## config.mk

```make
export PLATFORM = sky130hd
export DESIGN_NAME = rssi_proximity_zone_tracker_top
export DESIGN_NICKNAME = d
export VERILOG_FILES = /design/src/sv/rpzt_pkg.sv /design/src/sv/rssi_proximity_zone_tracker_top.sv
export SDC_FILE = /design/constraint.sdc
export NUM_CORES = 1
export LEC_CHECK = 0
export ABC_AREA = 1
export ABC_CLOCK_PERIOD_IN_PS = 5200
export BUFFER_PORTS_ARGS = -buffer_cell sky130_fd_sc_hd__buf_4
export CAP_MARGIN = 10
export CORE_MARGIN = 2
export CORE_UTILIZATION = 63
export DETAILED_ROUTE_END_ITERATION = 6
export HOLD_SLACK_MARGIN = 0.12
export PLACE_DENSITY = 0.93
export SLEW_MARGIN = 20
export SYNTH_ARGS = -nofsm -noshare
export SYNTH_HDL_FRONTEND = slang
export SYNTH_SLANG_ARGS = --single-unit
export TNS_END_PERCENT = 1
```

## constraint.sdc

```tcl
create_clock -name clk_i -period 5.2 [get_ports clk_i]
set_clock_uncertainty 0.15 [all_clocks]
set_input_delay 1.04 -clock clk_i [delete_from_list [all_inputs] [get_ports clk_i]]
set_output_delay 1.04 -clock clk_i [all_outputs]
set_load 0.1 [all_outputs]
```

## src/sv/rpzt_pkg.sv

```systemverilog
// Shared types, codes and a helper function of the RSSI proximity zone tracker.
package rpzt_pkg;

  typedef enum logic [1:0] {
    PROX_UNKNOWN = 2'd0,
    PROX_FAR     = 2'd1,
    PROX_NEAR    = 2'd2,
    PROX_INSIDE  = 2'd3
  } zone_e;

  typedef enum logic [1:0] {
    MOVE_UNKNOWN    = 2'd0,
    MOVE_STATIONARY = 2'd1,
    MOVE_APPROACH   = 2'd2,
    MOVE_DEPART     = 2'd3
  } move_e;

  typedef enum logic [2:0] {
    EV_NONE         = 3'd0,
    EV_ENTER_NEAR   = 3'd1,
    EV_ENTER_INSIDE = 3'd2,
    EV_EXIT_INSIDE  = 3'd3,
    EV_EXIT_NEAR    = 3'd4,
    EV_LOST         = 3'd5,
    EV_FOUND        = 3'd6
  } event_e;

  typedef enum logic [2:0] {
    SEQ_IDLE  = 3'd0,
    SEQ_SUM   = 3'd1,
    SEQ_LOAD  = 3'd2,
    SEQ_DIV   = 3'd3,
    SEQ_TREND = 3'd4,
    SEQ_DONE  = 3'd5
  } seq_e;

  localparam logic [1:0] REQ_SAMPLE  = 2'd0;
  localparam logic [1:0] REQ_LOST    = 2'd1;
  localparam logic [1:0] REQ_RESTORE = 2'd2;

  localparam logic [2:0] CFG_INSIDE_THR = 3'd0;
  localparam logic [2:0] CFG_NEAR_THR   = 3'd1;
  localparam logic [2:0] CFG_HYST       = 3'd2;
  localparam logic [2:0] CFG_DWELL      = 3'd3;
  localparam logic [2:0] CFG_LOCK_DELAY = 3'd4;
  localparam logic [2:0] CFG_MOVE_THR   = 3'd5;

  localparam logic signed [7:0] LOST_RSSI = -8'sd100;

  localparam logic signed [7:0] RST_INSIDE_THR = -8'sd55;
  localparam logic signed [7:0] RST_NEAR_THR   = -8'sd70;
  localparam logic [4:0]        RST_HYST       = 5'd5;
  localparam logic [15:0]       RST_DWELL      = 16'd1000;
  localparam logic [15:0]       RST_LOCK_DELAY = 16'd3000;
  localparam logic [6:0]        RST_MOVE_THR   = 7'd3;

  function automatic event_e transition_event(zone_e from_z, zone_e to_z);
    event_e ev;
    ev = EV_NONE;
    if (from_z == PROX_FAR && to_z == PROX_NEAR) begin
      ev = EV_ENTER_NEAR;
    end else if ((from_z == PROX_FAR || from_z == PROX_NEAR) && to_z == PROX_INSIDE) begin
      ev = EV_ENTER_INSIDE;
    end else if (from_z == PROX_INSIDE && to_z == PROX_NEAR) begin
      ev = EV_EXIT_INSIDE;
    end else if ((from_z == PROX_INSIDE || from_z == PROX_NEAR) && to_z == PROX_FAR) begin
      ev = EV_EXIT_NEAR;
    end
    return ev;
  endfunction

endpackage

```

## src/sv/rssi_proximity_zone_tracker_top.sv

```systemverilog
// Loss, restore and undefined words go from idle to done, then into the output register.
// An RSSI sample with N >= 2 ring entries goes through sum, load, divide and trend: one shared
// adder sums the ring one entry a cycle, then one restoring divider (one quotient bit a
// cycle) forms each half average; a lone first sample goes straight to the trend step.
// One word is in work at a time; the next is taken once the result sits in the output register.
// Reset loads the register defaults and the tracker state directly; no clearing pass.
module rssi_proximity_zone_tracker_top #(
  parameter int TREND_DEPTH = 8
) (
  input  logic               clk_i,
  input  logic               rst_ni,
  input  logic               cfg_we_i,
  input  logic [2:0]         cfg_idx_i,
  input  logic [15:0]        cfg_wdata_i,
  input  logic               in_valid_i,
  output logic               in_ready_o,
  input  logic [1:0]         req_type_i,
  input  logic signed [7:0]  rssi_i,
  input  logic [31:0]        time_ms_i,
  output logic               out_valid_o,
  input  logic               out_ready_i,
  output logic [1:0]         zone_o,
  output logic [1:0]         pending_zone_o,
  output logic [1:0]         movement_o,
  output logic signed [8:0]  trend_o,
  output logic [2:0]         event_res_o,
  output logic               signal_lost_o,
  output logic signed [7:0]  current_rssi_o,
  output logic [31:0]        time_in_zone_o
);

  localparam int WI_W   = (TREND_DEPTH > 2) ? $clog2(TREND_DEPTH) : 1;
  localparam int CNT_W  = $clog2(TREND_DEPTH + 1);
  localparam int SUM_W  = 8 + $clog2(TREND_DEPTH);
  localparam int STEP_W = $clog2(SUM_W);

  // configuration
  logic signed [7:0] inside_thr_q, near_thr_q;
  logic [4:0]        hyst_q;
  logic [15:0]       dwell_q, lock_delay_q;
  logic [6:0]        move_thr_q;

  // tracker state
  rpzt_pkg::seq_e    state_q, state_d;
  rpzt_pkg::zone_e   zone_q, zone_d, pend_q, pend_d;
  rpzt_pkg::move_e   move_q, move_d;
  rpzt_pkg::event_e  ev_q, ev_d;
  logic [31:0]       since_q, since_d, entered_q, entered_d, now_q, now_d;
  logic              lost_q, lost_d, full_q, full_d, sel_q, sel_d;
  logic              out_valid_q, out_valid_d;
  logic signed [7:0] rssi_now_q, rssi_now_d;
  logic signed [8:0] trend_q, trend_d;
  logic [WI_W-1:0]   wi_q, wi_d;

  // trend datapath
  logic signed [7:0]       hist_q [TREND_DEPTH];
  logic [WI_W-1:0]         ptr_q, ptr_d;
  logic [CNT_W-1:0]        idx_q, idx_d, count_q, count_d, divisor_q, divisor_d;
  logic [CNT_W-1:0]        rem_q, rem_d;
  logic signed [SUM_W-1:0] s1_q, s1_d, s2_q, s2_d;
  logic [SUM_W-1:0]        quot_q, quot_d;
  logic [STEP_W-1:0]       step_q, step_d;
  logic                    neg_q, neg_d;
  logic signed [8:0]       a1_q, a1_d, a2_q, a2_d;

  // output register
  logic [1:0]        zone_oq, pend_oq, move_oq;
  logic signed [8:0] trend_oq;
  logic [2:0]        ev_oq;
  logic              lost_oq;
  logic signed [7:0] rssi_oq;
  logic [31:0]       tiz_oq;
  logic              load_out;

  // threshold compares on sign-extended values
  logic signed [9:0] r10, ins10, near10, hy10;
  logic ge_in, ge_near, lt_in_m, lt_near_m, ge_in_p, ge_near_p;
  rpzt_pkg::zone_e   cls_z, det_z;
  logic [31:0]       elapsed, need;
  logic [WI_W-1:0]   wi_next;
  logic [CNT_W-1:0]  count_new;
  logic signed [SUM_W-1:0] hist_ext, dvd;
  logic [CNT_W:0]    trial;
  logic [8:0]        q9;
  logic signed [8:0] avg;
  logic signed [9:0] trend10, mt10;

  assign r10    = 10'(rssi_i);
  assign ins10  = 10'(inside_thr_q);
  assign near10 = 10'(near_thr_q);
  assign hy10   = {5'b0, hyst_q};

  assign ge_in     = r10 >= ins10;
  assign ge_near   = r10 >= near10;
  assign lt_in_m   = r10 < (ins10 - hy10);
  assign lt_near_m = r10 < (near10 - hy10);
  assign ge_in_p   = r10 >= (ins10 + hy10);
  assign ge_near_p = r10 >= (near10 + hy10);

  assign cls_z = ge_in ? rpzt_pkg::PROX_INSIDE :
                 (ge_near ? rpzt_pkg::PROX_NEAR : rpzt_pkg::PROX_FAR);

  always_comb begin
    unique case (zone_q)
      rpzt_pkg::PROX_INSIDE: begin
        det_z = lt_in_m ? (ge_near ? rpzt_pkg::PROX_NEAR : rpzt_pkg::PROX_FAR)
                        : rpzt_pkg::PROX_INSIDE;
      end
      rpzt_pkg::PROX_NEAR: begin
        det_z = ge_in_p ? rpzt_pkg::PROX_INSIDE :
                (lt_near_m ? rpzt_pkg::PROX_FAR : rpzt_pkg::PROX_NEAR);
      end
      rpzt_pkg::PROX_FAR: begin
        det_z = ge_near_p ? (ge_in_p ? rpzt_pkg::PROX_INSIDE : rpzt_pkg::PROX_NEAR)
                          : rpzt_pkg::PROX_FAR;
      end
      default: det_z = cls_z;
    endcase
  end

  assign elapsed = time_ms_i - since_q;
  assign need    = (pend_q == rpzt_pkg::PROX_FAR) ? {16'b0, lock_delay_q} : {16'b0, dwell_q};

  assign wi_next   = (wi_q == WI_W'(TREND_DEPTH - 1)) ? '0 : wi_q + 1'b1;
  assign count_new = (full_q || wi_next == '0) ? CNT_W'(TREND_DEPTH) : CNT_W'(wi_next);

  assign hist_ext = SUM_W'(hist_q[ptr_q]);
  assign dvd      = sel_q ? s2_q : s1_q;
  assign trial    = {rem_q, quot_q[SUM_W-1]} - {1'b0, divisor_q};
  assign quot_d   = (state_q == rpzt_pkg::SEQ_DIV) ? {quot_q[SUM_W-2:0], ~trial[CNT_W]}
                                                   : quot_q;
  assign q9       = quot_d[8:0];
  assign avg      = neg_q ? -$signed(q9) : $signed(q9);
  assign trend10  = 10'(a2_q) - 10'(a1_q);
  assign mt10     = {3'b0, move_thr_q};
  assign load_out = (state_q == rpzt_pkg::SEQ_DONE) && (!out_valid_q || out_ready_i);

  always_comb begin
    state_d     = state_q;
    zone_d      = zone_q;
    pend_d      = pend_q;
    move_d      = move_q;
    ev_d        = ev_q;
    since_d     = since_q;
    entered_d   = entered_q;
    now_d       = now_q;
    lost_d      = lost_q;
    full_d      = full_q;
    sel_d       = sel_q;
    rssi_now_d  = rssi_now_q;
    trend_d     = trend_q;
    wi_d        = wi_q;
    ptr_d       = ptr_q;
    idx_d       = idx_q;
    count_d     = count_q;
    divisor_d   = divisor_q;
    rem_d       = rem_q;
    s1_d        = s1_q;
    s2_d        = s2_q;
    step_d      = step_q;
    neg_d       = neg_q;
    a1_d        = a1_q;
    a2_d        = a2_q;
    out_valid_d = out_valid_q && !out_ready_i;

    unique case (state_q)
      rpzt_pkg::SEQ_IDLE: begin
        if (in_valid_i) begin
          now_d   = time_ms_i;
          ev_d    = rpzt_pkg::EV_NONE;
          state_d = rpzt_pkg::SEQ_DONE;
          case (req_type_i)
            rpzt_pkg::REQ_SAMPLE: begin
              rssi_now_d = rssi_i;
              wi_d       = wi_next;
              if (wi_next == '0) full_d = 1'b1;
              count_d    = count_new;
              ptr_d      = (full_q || wi_next == '0) ? wi_next : '0;
              idx_d      = '0;
              s1_d       = '0;
              s2_d       = '0;
              sel_d      = 1'b0;
              a1_d       = '0;
              a2_d       = '0;
              state_d    = (count_new < CNT_W'(2)) ? rpzt_pkg::SEQ_TREND : rpzt_pkg::SEQ_SUM;
              if (lost_q) begin
                lost_d = 1'b0;
                ev_d   = rpzt_pkg::EV_FOUND;
              end
              if (det_z != zone_q) begin
                if (det_z != pend_q) begin
                  pend_d  = det_z;
                  since_d = time_ms_i;
                end else if (pend_q != rpzt_pkg::PROX_UNKNOWN && elapsed >= need) begin
                  zone_d    = det_z;
                  entered_d = time_ms_i;
                  pend_d    = rpzt_pkg::PROX_UNKNOWN;
                  if (rpzt_pkg::transition_event(zone_q, det_z) != rpzt_pkg::EV_NONE) begin
                    ev_d = rpzt_pkg::transition_event(zone_q, det_z);
                  end
                end
              end else if (pend_q != rpzt_pkg::PROX_UNKNOWN && pend_q != zone_q) begin
                pend_d = rpzt_pkg::PROX_UNKNOWN;
              end
            end
            rpzt_pkg::REQ_LOST: begin
              lost_d     = 1'b1;
              rssi_now_d = rpzt_pkg::LOST_RSSI;
              pend_d     = rpzt_pkg::PROX_FAR;
              since_d    = time_ms_i;
              ev_d       = rpzt_pkg::EV_LOST;
            end
            rpzt_pkg::REQ_RESTORE: begin
              lost_d     = 1'b0;
              rssi_now_d = rssi_i;
              if (cls_z != zone_q) begin
                zone_d    = cls_z;
                entered_d = time_ms_i;
                pend_d    = rpzt_pkg::PROX_UNKNOWN;
                ev_d      = rpzt_pkg::transition_event(rpzt_pkg::PROX_FAR, cls_z);
              end
            end
            default: ;  // undefined request: report state only
          endcase
        end
      end
      rpzt_pkg::SEQ_SUM: begin
        // accumulate older half into s1, newer half into s2
        if (idx_q < (count_q >> 1)) s1_d = s1_q + hist_ext;
        else                        s2_d = s2_q + hist_ext;
        ptr_d = (ptr_q == WI_W'(TREND_DEPTH - 1)) ? '0 : ptr_q + 1'b1;
        idx_d = idx_q + 1'b1;
        if (idx_q == count_q - 1'b1) state_d = rpzt_pkg::SEQ_LOAD;
      end
      rpzt_pkg::SEQ_LOAD: begin
        neg_d     = dvd[SUM_W-1];
        rem_d     = '0;
        step_d    = '0;
        divisor_d = sel_q ? (count_q - (count_q >> 1)) : (count_q >> 1);
        state_d   = rpzt_pkg::SEQ_DIV;
      end
      rpzt_pkg::SEQ_DIV: begin
        rem_d  = trial[CNT_W] ? {rem_q[CNT_W-2:0], quot_q[SUM_W-1]} : trial[CNT_W-1:0];
        step_d = step_q + 1'b1;
        if (step_q == STEP_W'(SUM_W - 1)) begin
          if (!sel_q) begin
            a1_d    = avg;
            sel_d   = 1'b1;
            state_d = rpzt_pkg::SEQ_LOAD;
          end else begin
            a2_d    = avg;
            state_d = rpzt_pkg::SEQ_TREND;
          end
        end
      end
      rpzt_pkg::SEQ_TREND: begin
        trend_d = trend10[8:0];
        if (trend10 > mt10)       move_d = rpzt_pkg::MOVE_APPROACH;
        else if (trend10 < -mt10) move_d = rpzt_pkg::MOVE_DEPART;
        else                      move_d = rpzt_pkg::MOVE_STATIONARY;
        state_d = rpzt_pkg::SEQ_DONE;
      end
      rpzt_pkg::SEQ_DONE: begin
        // hold until the output register is free
        if (load_out) begin
          out_valid_d = 1'b1;
          state_d     = rpzt_pkg::SEQ_IDLE;
        end
      end
      default: state_d = rpzt_pkg::SEQ_IDLE;
    endcase
  end

  always_ff @(posedge clk_i or negedge rst_ni) begin
    if (!rst_ni) begin
      inside_thr_q <= rpzt_pkg::RST_INSIDE_THR;
      near_thr_q   <= rpzt_pkg::RST_NEAR_THR;
      hyst_q       <= rpzt_pkg::RST_HYST;
      dwell_q      <= rpzt_pkg::RST_DWELL;
      lock_delay_q <= rpzt_pkg::RST_LOCK_DELAY;
      move_thr_q   <= rpzt_pkg::RST_MOVE_THR;
      state_q      <= rpzt_pkg::SEQ_IDLE;
      zone_q       <= rpzt_pkg::PROX_FAR;
      pend_q       <= rpzt_pkg::PROX_UNKNOWN;
      move_q       <= rpzt_pkg::MOVE_UNKNOWN;
      ev_q         <= rpzt_pkg::EV_NONE;
      since_q      <= '0;
      entered_q    <= '0;
      lost_q       <= 1'b0;
      full_q       <= 1'b0;
      sel_q        <= 1'b0;
      rssi_now_q   <= '0;
      trend_q      <= '0;
      wi_q         <= '0;
      out_valid_q  <= 1'b0;
    end else begin
      if (cfg_we_i) begin
        case (cfg_idx_i)
          rpzt_pkg::CFG_INSIDE_THR: inside_thr_q <= cfg_wdata_i[7:0];
          rpzt_pkg::CFG_NEAR_THR:   near_thr_q   <= cfg_wdata_i[7:0];
          rpzt_pkg::CFG_HYST:       hyst_q       <= cfg_wdata_i[4:0];
          rpzt_pkg::CFG_DWELL:      dwell_q      <= cfg_wdata_i;
          rpzt_pkg::CFG_LOCK_DELAY: lock_delay_q <= cfg_wdata_i;
          rpzt_pkg::CFG_MOVE_THR:   move_thr_q   <= cfg_wdata_i[6:0];
          default: ;  // drop writes to unused indexes
        endcase
      end
      state_q     <= state_d;
      zone_q      <= zone_d;
      pend_q      <= pend_d;
      move_q      <= move_d;
      ev_q        <= ev_d;
      since_q     <= since_d;
      entered_q   <= entered_d;
      lost_q      <= lost_d;
      full_q      <= full_d;
      sel_q       <= sel_d;
      rssi_now_q  <= rssi_now_d;
      trend_q     <= trend_d;
      wi_q        <= wi_d;
      out_valid_q <= out_valid_d;
    end
  end

  always_ff @(posedge clk_i) begin
    if (state_q == rpzt_pkg::SEQ_IDLE && in_valid_i && req_type_i == rpzt_pkg::REQ_SAMPLE) begin
      hist_q[wi_q] <= rssi_i;
    end
    now_q     <= now_d;
    ptr_q     <= ptr_d;
    idx_q     <= idx_d;
    count_q   <= count_d;
    divisor_q <= divisor_d;
    rem_q     <= rem_d;
    s1_q      <= s1_d;
    s2_q      <= s2_d;
    step_q    <= step_d;
    neg_q     <= neg_d;
    a1_q      <= a1_d;
    a2_q      <= a2_d;
    if (state_q == rpzt_pkg::SEQ_LOAD) begin
      quot_q <= dvd[SUM_W-1] ? SUM_W'(-dvd) : SUM_W'(dvd);
    end else begin
      quot_q <= quot_d;
    end
    if (load_out) begin
      zone_oq  <= zone_q;
      pend_oq  <= pend_q;
      move_oq  <= move_q;
      trend_oq <= trend_q;
      ev_oq    <= ev_q;
      lost_oq  <= lost_q;
      rssi_oq  <= rssi_now_q;
      tiz_oq   <= now_q - entered_q;
    end
  end

  assign in_ready_o     = (state_q == rpzt_pkg::SEQ_IDLE);
  assign out_valid_o    = out_valid_q;
  assign zone_o         = zone_oq;
  assign pending_zone_o = pend_oq;
  assign movement_o     = move_oq;
  assign trend_o        = trend_oq;
  assign event_res_o    = ev_oq;
  assign signal_lost_o  = lost_oq;
  assign current_rssi_o = rssi_oq;
  assign time_in_zone_o = tiz_oq;

  // a pending zone matches the confirmed one only for far after a loss
  a_pend_match_far : assert property (@(posedge clk_i) disable iff (!rst_ni)
    (pend_q != rpzt_pkg::PROX_UNKNOWN && pend_q == zone_q) |-> pend_q == rpzt_pkg::PROX_FAR)
    else $error("pending zone equals confirmed zone other than far");

  a_rem_below_div : assert property (@(posedge clk_i) disable iff (!rst_ni)
    state_q == rpzt_pkg::SEQ_DIV |-> rem_q < divisor_q)
    else $error("divider remainder not below divisor");

  a_accept_busy : assert property (@(posedge clk_i) disable iff (!rst_ni)
    in_valid_i && in_ready_o |=> !in_ready_o)
    else $error("ready stayed high after an accepted word");

  a_full_sticky : assert property (@(posedge clk_i) disable iff (!rst_ni)
    full_q |=> full_q)
    else $error("history full flag cleared");

endmodule

```

=== After elaboration in Yosys (flattened, before gate mapping) ===
Memories as Yosys holds them, arrays and structs flattened. A register that Yosys moved wholly into a read port is not among the register bits.
Index checks and enable logic that the tools add are counted.
Widths: inputs -> output; s select.

* Bits in registers: 326
* Bits in latches: 0
* Bits in writable memories: 64
* Memory bits (read-only): 0
* Input bits: 66
* Output and inout port bits: 61
* Logic and storage cells: 271
* Memories kept: 1

* $add $sub $neg: 19
* Multipliers: 0
* Div/mod/pow operators: 0
* Magnitude comparators: 11
* Equality and inequality tests: 45
* Shift operators: 0
* Multiplexer cells: 101
* Bitwise gates (word level): 1
* Reductions and logical operators: 50

{| class="wikitable"
|+ Memories
! name !! depth !! width !! rd ports !! clocked after memory_dff !! wr ports !! line !! RTL
|-
| hist_q || 8 || 8 || 1 || 1 || 1 || rssi_proximity_zone_tracker_top.sv:56 || <nowiki>logic signed [7:0] hist_q [TREND_DEPTH];</nowiki>
|}

{| class="wikitable"
|+ Operators with widths
! operator !! number
|-
| $mux 32 || 6
|-
| $pmux 32 s2 || 2
|-
| $mux 11 || 8
|-
| $mux 3 || 29
|-
| $sub 32x32->32 || 2
|-
| $mux 9 || 7
|-
| $pmux 11 s2 || 2
|-
| $mux 2 || 20
|-
| $pmux 9 s2 || 2
|-
| $ge 32x16->1 || 1
|-
| $ne 2x2->1 const B || 12
|-
| $pmux 4 s2 || 3
|-
| $add 11x8->11 || 2
|-
| $reduce_and 4->1 || 5
|-
| $add 8x6->9 || 2
|-
| $eq 3x3->1 const B || 6
|-
| $ge 8x9->1 || 2
|-
| $lt 8x9->1 || 2
|-
| $pmux 3 s6 || 1
|-
| $sub 8x6->9 || 2
|-
| $ge 8x8->1 || 2
|-
| $mux 16 || 1
|-
| $mux 4 || 4
|-
| $pmux 8 s2 || 1
|-
| 43 further kinds || 103
|}

=== Depth between registers and ports, before layout ===
* Depth in word-level cells: 23
* Gate-level depth with buffers: 35
* Depth with buffers taken out: 34

=== Least setup slack after synthesis ===
No wires, ideal clock.

* Kind: register to register
* Start point: register state_q[0]
* End point: memory hist_q[0][0] (enable)
* Library setup time: 0.383 ns
* Arrival: 4.862 ns
* Required time: 4.667 ns
* Setup slack: -0.195 ns
* Stages on the path, launching flop included: 10
* Buffers on the path: 0
* Clock period less this slack: 5.395 ns
* Cell sequence: dfrtp_1 -> nor2_1 -> inv_1 -> nor2_1 -> inv_1 -> nor2_1 -> inv_1 -> nor2_1 -> nand2_1 -> nor3_1

* Longest elaborated chain between the ends: 5

{| class="wikitable"
|+ RTL lines
! what !! line !! RTL
|-
| from (decl) || rssi_proximity_zone_tracker_top.sv:44 || <nowiki>rpzt_pkg::seq_e state_q, state_d;</nowiki>
|-
| from (signal assigned) || rssi_proximity_zone_tracker_top.sv:282 || <nowiki>state_q <= rpzt_pkg::SEQ_IDLE;</nowiki>
|-
| from (signal assigned) || rssi_proximity_zone_tracker_top.sv:308 || <nowiki>state_q <= state_d;</nowiki>
|-
| $logic_not 3->1 || n/a ||
|-
| net in_ready_o || rssi_proximity_zone_tracker_top.sv:16 || <nowiki>output logic in_ready_o,</nowiki>
|-
| $logic_and 1x1->1 (2 in a row) || rssi_proximity_zone_tracker_top.sv:326 || <nowiki>if (state_q == rpzt_pkg::SEQ_IDLE && in_valid_i && req_type_i == rpzt_pkg::REQ_SAMPLE) begin</nowiki>
|-
| $mux 1 || rssi_proximity_zone_tracker_top.sv:326 ||
|-
| $mux 1 (not written as such) || rssi_proximity_zone_tracker_top.sv:327 || <nowiki>hist_q[wi_q] <= rssi_i;</nowiki>
|-
| to (decl) || rssi_proximity_zone_tracker_top.sv:56 ||
|}

The timed path passes the listed nets, and every way through them passes these cells.

=== Worst setup path after layout ===
* Start point: register hyst_q[2]
* End point: register entered_q[8]

* Longest elaborated chain between the ends: 8
* Elaborated cells between the ends (all ways): 19
* Classes of those cells: 4 x add/sub; 4 x order compare; 4 x eq/ne; 6 x mux; 1 x reduce/logical

{| class="wikitable"
|+ RTL lines
! what !! line !! RTL
|-
| from (decl) || rssi_proximity_zone_tracker_top.sv:39 || <nowiki>logic [4:0] hyst_q;</nowiki>
|-
| from (signal assigned) || rssi_proximity_zone_tracker_top.sv:278 || <nowiki>hyst_q <= rpzt_pkg::RST_HYST;</nowiki>
|-
| from (signal assigned) || rssi_proximity_zone_tracker_top.sv:301 || <nowiki>rpzt_pkg::CFG_HYST: hyst_q <= cfg_wdata_i[4:0];</nowiki>
|-
| $add 8x6->9 / $sub 8x6->9 (equally long branches) || rssi_proximity_zone_tracker_top.sv:97, rssi_proximity_zone_tracker_top.sv:96 ||
|-
| $ge 8x9->1 / $lt 8x9->1 (equally long branches) || rssi_proximity_zone_tracker_top.sv:97, rssi_proximity_zone_tracker_top.sv:96 ||
|-
| $mux 1 / $mux 2 (equally long branches) || rssi_proximity_zone_tracker_top.sv:114, rssi_proximity_zone_tracker_top.sv:111 ||
|-
| $mux 2 (on tied branches) || rssi_proximity_zone_tracker_top.sv:114, rssi_proximity_zone_tracker_top.sv:110 ||
|-
| $pmux 2 s3 * || rssi_proximity_zone_tracker_top.sv:104 || <nowiki>unique case (zone_q)</nowiki>
|-
| $ne 2x2->1 (on tied branches) || rssi_proximity_zone_tracker_top.sv:191, rssi_proximity_zone_tracker_top.sv:190 ||
|-
| $ne 2x2->1 (no source line) || n/a ||
|-
| $reduce_and 7->1 (no source line) * || n/a ||
|-
| to (signal assigned) || rssi_proximity_zone_tracker_top.sv:314 || <nowiki>entered_q <= entered_d;</nowiki>
|-
| to (decl) || rssi_proximity_zone_tracker_top.sv:48 || <nowiki>logic [31:0] since_q, since_d, entered_q, entered_d, now_q, now_d;</nowiki>
|}

Mark *: on every way between the ends. The rest lies on a longest branch, timed or not.
A chain may end at the register's enable or synchronous reset.

==> metrics.yaml <==
syn_area_per_cell_um2: 8.70
setup_viol: 0
min_period_ps: 4850
htreeDepth: 2
crit_path_end: "entered_q[8]"
io_buffers: 126
cts_made_buffers: 42
r2r-start: "hyst_q[2]"
worstSkewPairLatency_ps: 580
drv_slew: 0
grt_usage: 0.320
grt_first_pass_wirelength_mm: 100
mappedNetlistArea_mm2: 0.0241
startpoint_type: "register"
ant_nets: 0
yosysTopAreaCell: "edfxtp_1"
die_h_um: 200
gp_congestion: 0.970
crit_arrival_ps: 5150
routedWlPerCell_um: 18.2
power_leakage_nw: 12.9
ios: 127
grt_setup_unrepaired: "true"
synth_area_leaders: "edfxtp_1, dfrtp_1, ha_1"
cp-startpoint: "hyst_q[2]"
hp-class: "reg -> reg"
core_area_mm2: 0.0377
area_delta_synth_final_pct: 12.9
yosys_warnings: 0
hold_viol: 0
layout_common_cells: "nand2_1, inv_1, o21ai_0"
synth_nets: 3072
required_ps: 5510
drt_pass1_iterations: 6
via_per_inst: 5.90
synth-edff-count: 221
vdd_drop_max_v: 0.000312
p_total_mw: 17.7
fin_nets: 3220
max-cap-violations: 0
hpwl_mm: 45.4
initial_core_util: 0.641
synth_cell_types: 69
syn_inst: 2772
die_area_mm2: 0.0399
period_share: 0.932
holdWs_ps: 304
r2r_setup_slack_ps: 350
path_class: "reg -> reg"
ys_seq_elements: 393
grt_max_degree: 80
critPathCaptureType: "register"
critPathSlowestCell: "dfstp_2"
cts_tree: "done"
relSlewSlack: 0.317
drt_iter0_drc: 1844
max_slew.worst_pin.slew_ps: 1020
async_flop_share: 0.407
drt-total-wl_mm: 63.2
fmax_mhz: 206
cts-root-buf: "clkbuf_16"
crit_top_cell: "nand2_1"
antenna_found_initial: 0
rr_endpoint: "entered_q[8]"
status: "complete, no violations"
rows: 71
clock_sinks: 393
die_x_um: 200
slowest_delay_ps: 560
grt_pass1_vias: 20200
drive_above_1_share: 0.114
yosysTopAreaCellShare: 0.275
r2r_cells: 29
power_density_mw_per_mm2: 649
synth_ff_type: "edfxtp_1"
final_common_cell: "nand2_1"
clk_pin_slew_worst_paths_ps: 60
hold_start: "trend_q[8]"
num_vias: 20400
cts_buffer_depth: 3
drc: 0
gr-total-overflow: 0
path_max_fanout: 19
yosysSeqAreaShare: 0.452
-- flip-flops by register name, summed over array words and instances (netlist names), 11 cells and up, named ones only --
register / cells
hist_q: 64
lock_delay_q: 16
entered_q: 32
s2_q: 11
s1_q: 11
time_in_zone_o: 32
quot_q: 11
now_q: 32
since_q: 32
dwell_q: 16
-- critical path, delay by kind of cell, from the launching register on --
kind            cells  cell delay, ps
buf+inv             2             270
compound gates      5            1000
fa+ha+maj           2             730
simple gates       19            1870
xor+xnor            1             150
flops               1             560
-- area by class of cell --
class,instances,area [um2]
inverter,424,1590
clock inverter,30,383
clock buffer,47,1110
fill,2628,10400
timing repair buffer,153,1180
multi-input combinational,1906,11400
sequential,393,10900
antenna,3,7.51
tap,511,639
-- through the flow --
stage               cells  setup TNS [ps]  cell area, um2  utilization  worst slack, ps
floorplan            2772               0           24100            -              399
global placement     3386               0           25700        0.682              334
detailed placement   3386               0           25700        0.682             88.5
CTS                  3463               0           27200        0.722             67.7
global route         3464            -215           27200        0.723            -44.1
finish               3467               0           27200        0.723              354
-- kinds of logic (layout without fill, tap and decap cells) --
group | after synthesis | count (layout) | synth area share
simple gates | 1015 | 1015 | 0.177
compound gates | 541 | 541 | 0.127
buf+inv | 473 | 654 | 0.0764
flops | 393 | 393 | 0.452
fa+ha+maj | 234 | 234 | 0.125
xor+xnor | 98 | 98 | 0.0356
mux | 18 | 18 | 0.00752
other cells | 0 | 3 | 0
-- synth_stat cells, drive strengths merged (2+ instances only) --
| library cell | instances |
|---|---|
| o21ai | 284 |
| nor3 | 32 |
| edfxtp | 221 |
| dfstp | 27 |
| o21a | 2 |
| a21boi | 4 |
| nand3b | 15 |
| mux2i | 17 |
| a21o | 11 |
| inv | 422 |
| nand3 | 74 |
| nand2 | 616 |
| ha | 223 |
| o21bai | 22 |
| and3 | 2 |
| dfxtp | 12 |
| clkbuf | 34 |
| a31oi | 17 |
| xnor2 | 25 |
| a211oi | 5 |
| o22ai | 11 |
| nor3b | 2 |
| and2 | 2 |
| or2 | 3 |
| o211ai | 8 |
| nor4 | 3 |
| fa | 11 |
| dfrtp | 133 |
| o41ai | 2 |
| clkinv | 2 |
| a21oi | 151 |
| o31ai | 11 |
| buf | 15 |
| xor2 | 73 |
| nand4 | 19 |
| o221ai | 3 |
| nor2 | 247 |
-- per-layer routing --
| layer | wire (um) | GRT usage |
|---|---|---|
| met5 | 0 | 0 |
| met4 | 2680 | 0.151 |
| met2 | 30400 | 0.532 |
| met3 | 5880 | 0.0653 |
| met1 | 24300 | 0.403 |
-- worst min path at each step --
| stage | endpoint | slack, ps | cells past startpoint |
|---|---|---|---|
| 2_1_floorplan | event_res_o[2] | 270 | 0 |
| 3_3_place_gp | event_res_o[2] | 280 | 0 |
| 3_5_place_dp | trend_o[8] | 290 | 0 |
| 4_1_cts | trend_o[8] | 300 | 0 |
| 5_1_grt | movement_o[0] | 310 | 0 |
| 6_report | trend_o[8] | 300 | 0 |
-- repair_timing --
item                                    in CTS  in global routing
buffers inserted                             0                  0
endpoints found under the setup margin       0                 27
hold buffers                                 0                  0
gates resized for setup                      0                  4
-- where the power goes --
group          switching, mW  internal [mW]
Sequential             0.644           4.47
Clock                   1.30           1.95
Combinational           6.23           3.09
Total                   8.17           9.51
No activity file was read; power rests on OpenSTA's default activity.
